--- config.mk ---
export PLATFORM = sky130hd
export DESIGN_NAME = tct_ctrl
export DESIGN_NICKNAME = d
export VERILOG_FILES = /design/src/hw/rtl/tct_pkg.sv /design/src/hw/rtl/tct_ctrl.sv
export SDC_FILE = /design/constraint.sdc
export NUM_CORES = 1
export LEC_CHECK = 0
export ABC_AREA = 1
export BUFFER_PORTS_ARGS = -buffer_cell sky130_fd_sc_hd__buf_4
export CAP_MARGIN = 20
export CORE_AREA = 2 2 39 41
export CTS_BUF_LIST = sky130_fd_sc_hd__clkbuf_8
export DETAILED_ROUTE_END_ITERATION = 10
export DIE_AREA = 0 0 41 43
export HOLD_SLACK_MARGIN = 0.1
export REMOVE_ABC_BUFFERS = 1
export SYNTH_ARGS = -nofsm -noshare
export SYNTH_HDL_FRONTEND = slang
export SYNTH_SLANG_ARGS = --single-unit
--- constraint.sdc ---
create_clock -name clk -period 1.8 [get_ports clk]
set_clock_uncertainty 0.1 [all_clocks]
set_input_delay 0.09 -clock clk [delete_from_list [all_inputs] [get_ports clk]]
set_output_delay 0.09 -clock clk [all_outputs]
set_load 0.02 [all_outputs]
--- src/hw/rtl/tct_pkg.sv ---
`timescale 1ns / 1ps
`default_nettype none
// ----------------------------------------------------------------------------
// tct_pkg
// Shared types and constants for the touch contact tracker.
// ----------------------------------------------------------------------------
package tct_pkg;

    localparam logic [1:0] CMD_DOWN   = 2'd0;
    localparam logic [1:0] CMD_UP     = 2'd1;
    localparam logic [1:0] CMD_MOTION = 2'd2;
    localparam logic [1:0] CMD_QUERY  = 2'd3;

    localparam logic [1:0] REG_WW = 2'd0;
    localparam logic [1:0] REG_WH = 2'd1;
    localparam logic [1:0] REG_VW = 2'd2;
    localparam logic [1:0] REG_VH = 2'd3;

    localparam int          CFG_W   = 14;
    localparam int          IDX_W   = 8;
    localparam logic [12:0] VMAX    = 13'd8191;
    localparam logic [7:0]  PSCALE  = 8'd255;
    localparam int          DIV_W   = 40;

    // controller -> datapath
    typedef struct packed {
        logic load;      // capture item, start prep
        logic scan;      // walk one slot
        logic geom;      // compute geometry step
        logic div_start; // start a division
        logic [1:0] div_sel; // 0 offset, 1 x map, 2 y map
        logic commit;    // write table, build result
    } tct_cmd_t;

    // datapath -> controller
    typedef struct packed {
        logic scan_done;
        logic div_done;
        logic is_place;
    } tct_stat_t;

endpackage : tct_pkg
`default_nettype wire

--- src/hw/rtl/tct_ctrl.sv ---
`timescale 1ns / 1ps
`default_nettype none
// ----------------------------------------------------------------------------
// tct_ctrl
// Sequencer: capture, slot scan, geometry divisions, commit, output hold.
// ----------------------------------------------------------------------------
module tct_ctrl
(
    input  wire logic               clk,
    input  wire logic               rst_n,
    input  wire logic               in_valid,
    output logic                    in_stall,
    output logic                    out_valid,
    input  wire logic               out_stall,
    input  wire tct_pkg::tct_stat_t stat,
    output tct_pkg::tct_cmd_t       cmd
);
    import tct_pkg::*;

    typedef enum logic [2:0] {
        S_IDLE, S_SCAN, S_GEOM, S_DIV, S_WAIT, S_COMMIT, S_OUT
    } state_t;

    state_t     state_reg, state_next;
    logic [1:0] sel_reg, sel_next;

    always_comb
    begin
        state_next = state_reg;
        sel_next   = sel_reg;
        cmd        = '0;
        cmd.div_sel = sel_reg;
        unique case (state_reg)
            S_IDLE:
                if (in_valid)
                begin
                    cmd.load   = 1'b1;
                    state_next = S_SCAN;
                end
            S_SCAN:
                if (stat.scan_done)
                    state_next = stat.is_place ? S_GEOM : S_COMMIT;
                else
                    cmd.scan = 1'b1;
            S_GEOM:
            begin
                cmd.geom   = 1'b1;
                sel_next   = 2'd0;
                state_next = S_DIV;
            end
            S_DIV:
            begin
                cmd.div_start = 1'b1;
                state_next    = S_WAIT;
            end
            S_WAIT:
                if (stat.div_done)
                begin
                    if (sel_reg == 2'd2)
                        state_next = S_COMMIT;
                    else
                    begin
                        sel_next   = sel_reg + 2'd1;
                        state_next = S_DIV;
                    end
                end
            S_COMMIT:
            begin
                cmd.commit = 1'b1;
                state_next = S_OUT;
            end
            S_OUT:
                if (!out_stall)
                    state_next = S_IDLE;
            default: state_next = S_IDLE;
        endcase
    end

    always_ff @(posedge clk or negedge rst_n)
    begin
        if (!rst_n)
        begin
            state_reg <= S_IDLE;
            sel_reg   <= 2'd0;
        end
        else
        begin
            state_reg <= state_next;
            sel_reg   <= sel_next;
        end
    end

    assign in_stall  = state_reg != S_IDLE;
    assign out_valid = state_reg == S_OUT;

    a_one_item: assert property (@(posedge clk) disable iff (!rst_n)
        out_valid |-> in_stall) else $error("input taken while result pending");
    a_commit_out: assert property (@(posedge clk) disable iff (!rst_n)
        cmd.commit |=> out_valid) else $error("commit without result");
    a_out_hold: assert property (@(posedge clk) disable iff (!rst_n)
        out_valid && out_stall |=> out_valid) else $error("result dropped");

endmodule : tct_ctrl
`default_nettype wire

==> impl_metrics.ini <==
[finish]
design_area_sq_um = 606
nets = 94
drive_above_1_share_pct = 28.2
diodes = 0
syn2layout_area_growth_pct = 53.2
final_cells = 101
fillers = 149
largest_register_ff_count = 3

[cts]
cts_sinks = 5
numCtsBuffers = 3
cts_resized = 0
path_clk_slew_ns = 0.03
cts-root-buf = clkbuf_8
h-tree-depth = 1
cts_tree = done
clk_latency_ns = 0.22
cts_buffer_depth = 2

[worst_hold_path]
hp-class = in2async

[yosys]
syn_avg_cell_area_sq_um = 6.28
ys_warn_count = 0
ys_top_cells_by_area = dfrtp_1, nand2_1, nand3_1, inv_1, nor2_1
syn_area_sq_um = 395
synthCells = 63
netlist.area_leader.share_pct = 31.6
yosys.area.top_type = dfrtp_1
synth.distinct_cells = 15
ys_seq_elements = 5
seq_area_frac_synth_pct = 31.6

[floorplanning]
die_area_sq_mm = 0.00176
io_pins = 16
die_width_um = 41
rows = 14
initial_core_util_pct = 28.6
die_y_um = 43
core-area_sq_mm = 0.00138

[timing]
setup_ws_ns = 0.351
slew_headroom_pct = 77.6
finalMaxSlewViolations = 0
tns_ns = 0
fmax_ghz = 0.690
fin_crit_ns = 1.45
final-setup-viol-count = 0
hold_viol_final = 0
rsz0062_at_grt = no
worstMarginPinSlew_ns = 0.336
fin_crit_sh_pct = 80.5

[worst_setup_path]
crit_slowest_cell = dfrtp_1
critPathKind = reg2out
crit_path_cell_trace = inv_2 > nand3_1 > inv_1 > buf_4
cp_max_fo = 10
critPathMaxStageDelay_ns = 0.53
r2r_cells = 7
endpoint = cmd[4]
reg2reg_slack_ns = 0.45
critical_path_required_ns = 1.61
cp-start-kind = flip-flop
worst_ep_arrival_time_ns = 1.26
startpoint = state_reg[2]
reg2reg_to = state_reg[0]
endpoint_kind = primary output
reg2reg_from = state_reg[2]

[pwr]
p_leak_nw = 0.371
power_density_mw_per_mm2 = 1600
ir_drop_mv = 0.725

[placement]
dp_cells = 93
hpwl_um = 712
gp_congestion = 0.796
numPortBuffers = 15
dpl_cell_area_sq_um = 520
pre_cts_slack_ns = 0.472

[grt]
grt_first_pass_wirelength_um = 1410
grtUsageTotal_pct = 12.1
antenna_found_initial = 0
grt_max_degree = 11
grt_pass1_vias = 402
overflow = 0

[status]
status = completed

[routing]
wire_per_inst_um = 8.70
via_per_inst = 4.47
drt-pass1-iter-count = 4
drt_iter0_markers = 8
vias = 451
drc_errors = 0
routed_wl_um = 879
postRouteAntennaNets = 0

[run]
drv_cap = 0
metrics by stage:
stage	total power, mW	util [%]	hold WS [ns]
floorplan	0.595	-	-0.306
global placement	0.768	37.6	-0.205
detailed placement	0.768	37.6	-0.205
CTS	0.980	43.8	0.101
global route	1.06	43.8	0.133
finish	0.971	43.8	0.105
Yosys cell counts, drive strengths merged:
master / count
buf: 1
ha: 1
inv: 12
nor2: 9
nand2: 18
nand3b: 2
nand4: 2
o21ai: 2
nor3: 2
nand3: 9
dfrtp: 5
how the worst min path moves through the flow:
stage          startpoint      endpoint  depth (start not counted)
6_report            rst_n  state_reg[0]                          2
3_3_place_gp        rst_n    sel_reg[1]                          1
3_5_place_dp        rst_n    sel_reg[0]                          1
5_1_grt             rst_n  state_reg[0]                          2
2_1_floorplan       rst_n    sel_reg[0]                          0
4_1_cts             rst_n  state_reg[0]                          2
critical path: cells and delay by family, from the launching register on:
family / cells / cell delay (ns)
buffers and inverters: 3 / 0.32
DFF: 1 / 0.53
and+or+nand+nor: 1 / 0.19
kinds of logic after synthesis:
kind of cell | Yosys count | share of synthesized area, %
compound gates | 2 | 2.53
fa+ha+maj | 1 | 3.16
buf+inv | 13 | 13.3
flops | 5 | 31.6
simple gates | 42 | 49.4
timing repair:
action,CTS,global route
buffers inserted,0,0
endpoints found under the hold margin,8,0
hold buffers,4,0
routing by layer:
metal / track usage [%] / routed length [um] / up-vias
met2: 17.8 / 434 / 10
met3: 1.57 / 34 / 2
li1: - / - / 244
met1: 13.8 / 402 / 195
met5: 0 / 0 / -
met4: 12.0 / 8 / 0
where the power goes:
group	internal, mW	switching (mW)	leakage [nW]	total, mW
Clock	0.146	0.0517	0.0269	0.198
Sequential	0.158	0.0765	0.0648	0.234
Combinational	0.211	0.329	0.279	0.539
cells in the final DEF, fill, tap and decap left out, drive strengths merged:
| master | Yosys | final |
|---|---|---|
| dfrtp | 5 | 5 |
| nor2 | 9 | 9 |
| nand3 | 9 | 9 |
| clkbuf | 0 | 3 |
| nand3b | 2 | 2 |
| ha | 1 | 1 |
| nand2 | 18 | 18 |
| nor3 | 2 | 2 |
| nand4 | 2 | 2 |
| dlygate4sd3 | 0 | 4 |
| o21ai | 2 | 2 |
| buf | 1 | 15 |
| inv | 12 | 13 |
area by class of cell:
type / count / area (sq um) / share of cell area [%]
multi-input combinational: 45 / 218 / 36.0
timing repair buffer: 19 / 153 / 25.2
sequential: 5 / 125 / 20.7
inverter: 12 / 45.0 / 7.44
clock buffer: 3 / 41.3 / 6.82
tap: 16 / 20.0 / 3.31
clock inverter: 1 / 3.75 / 0.620
(Power assumes the default switching activity.)
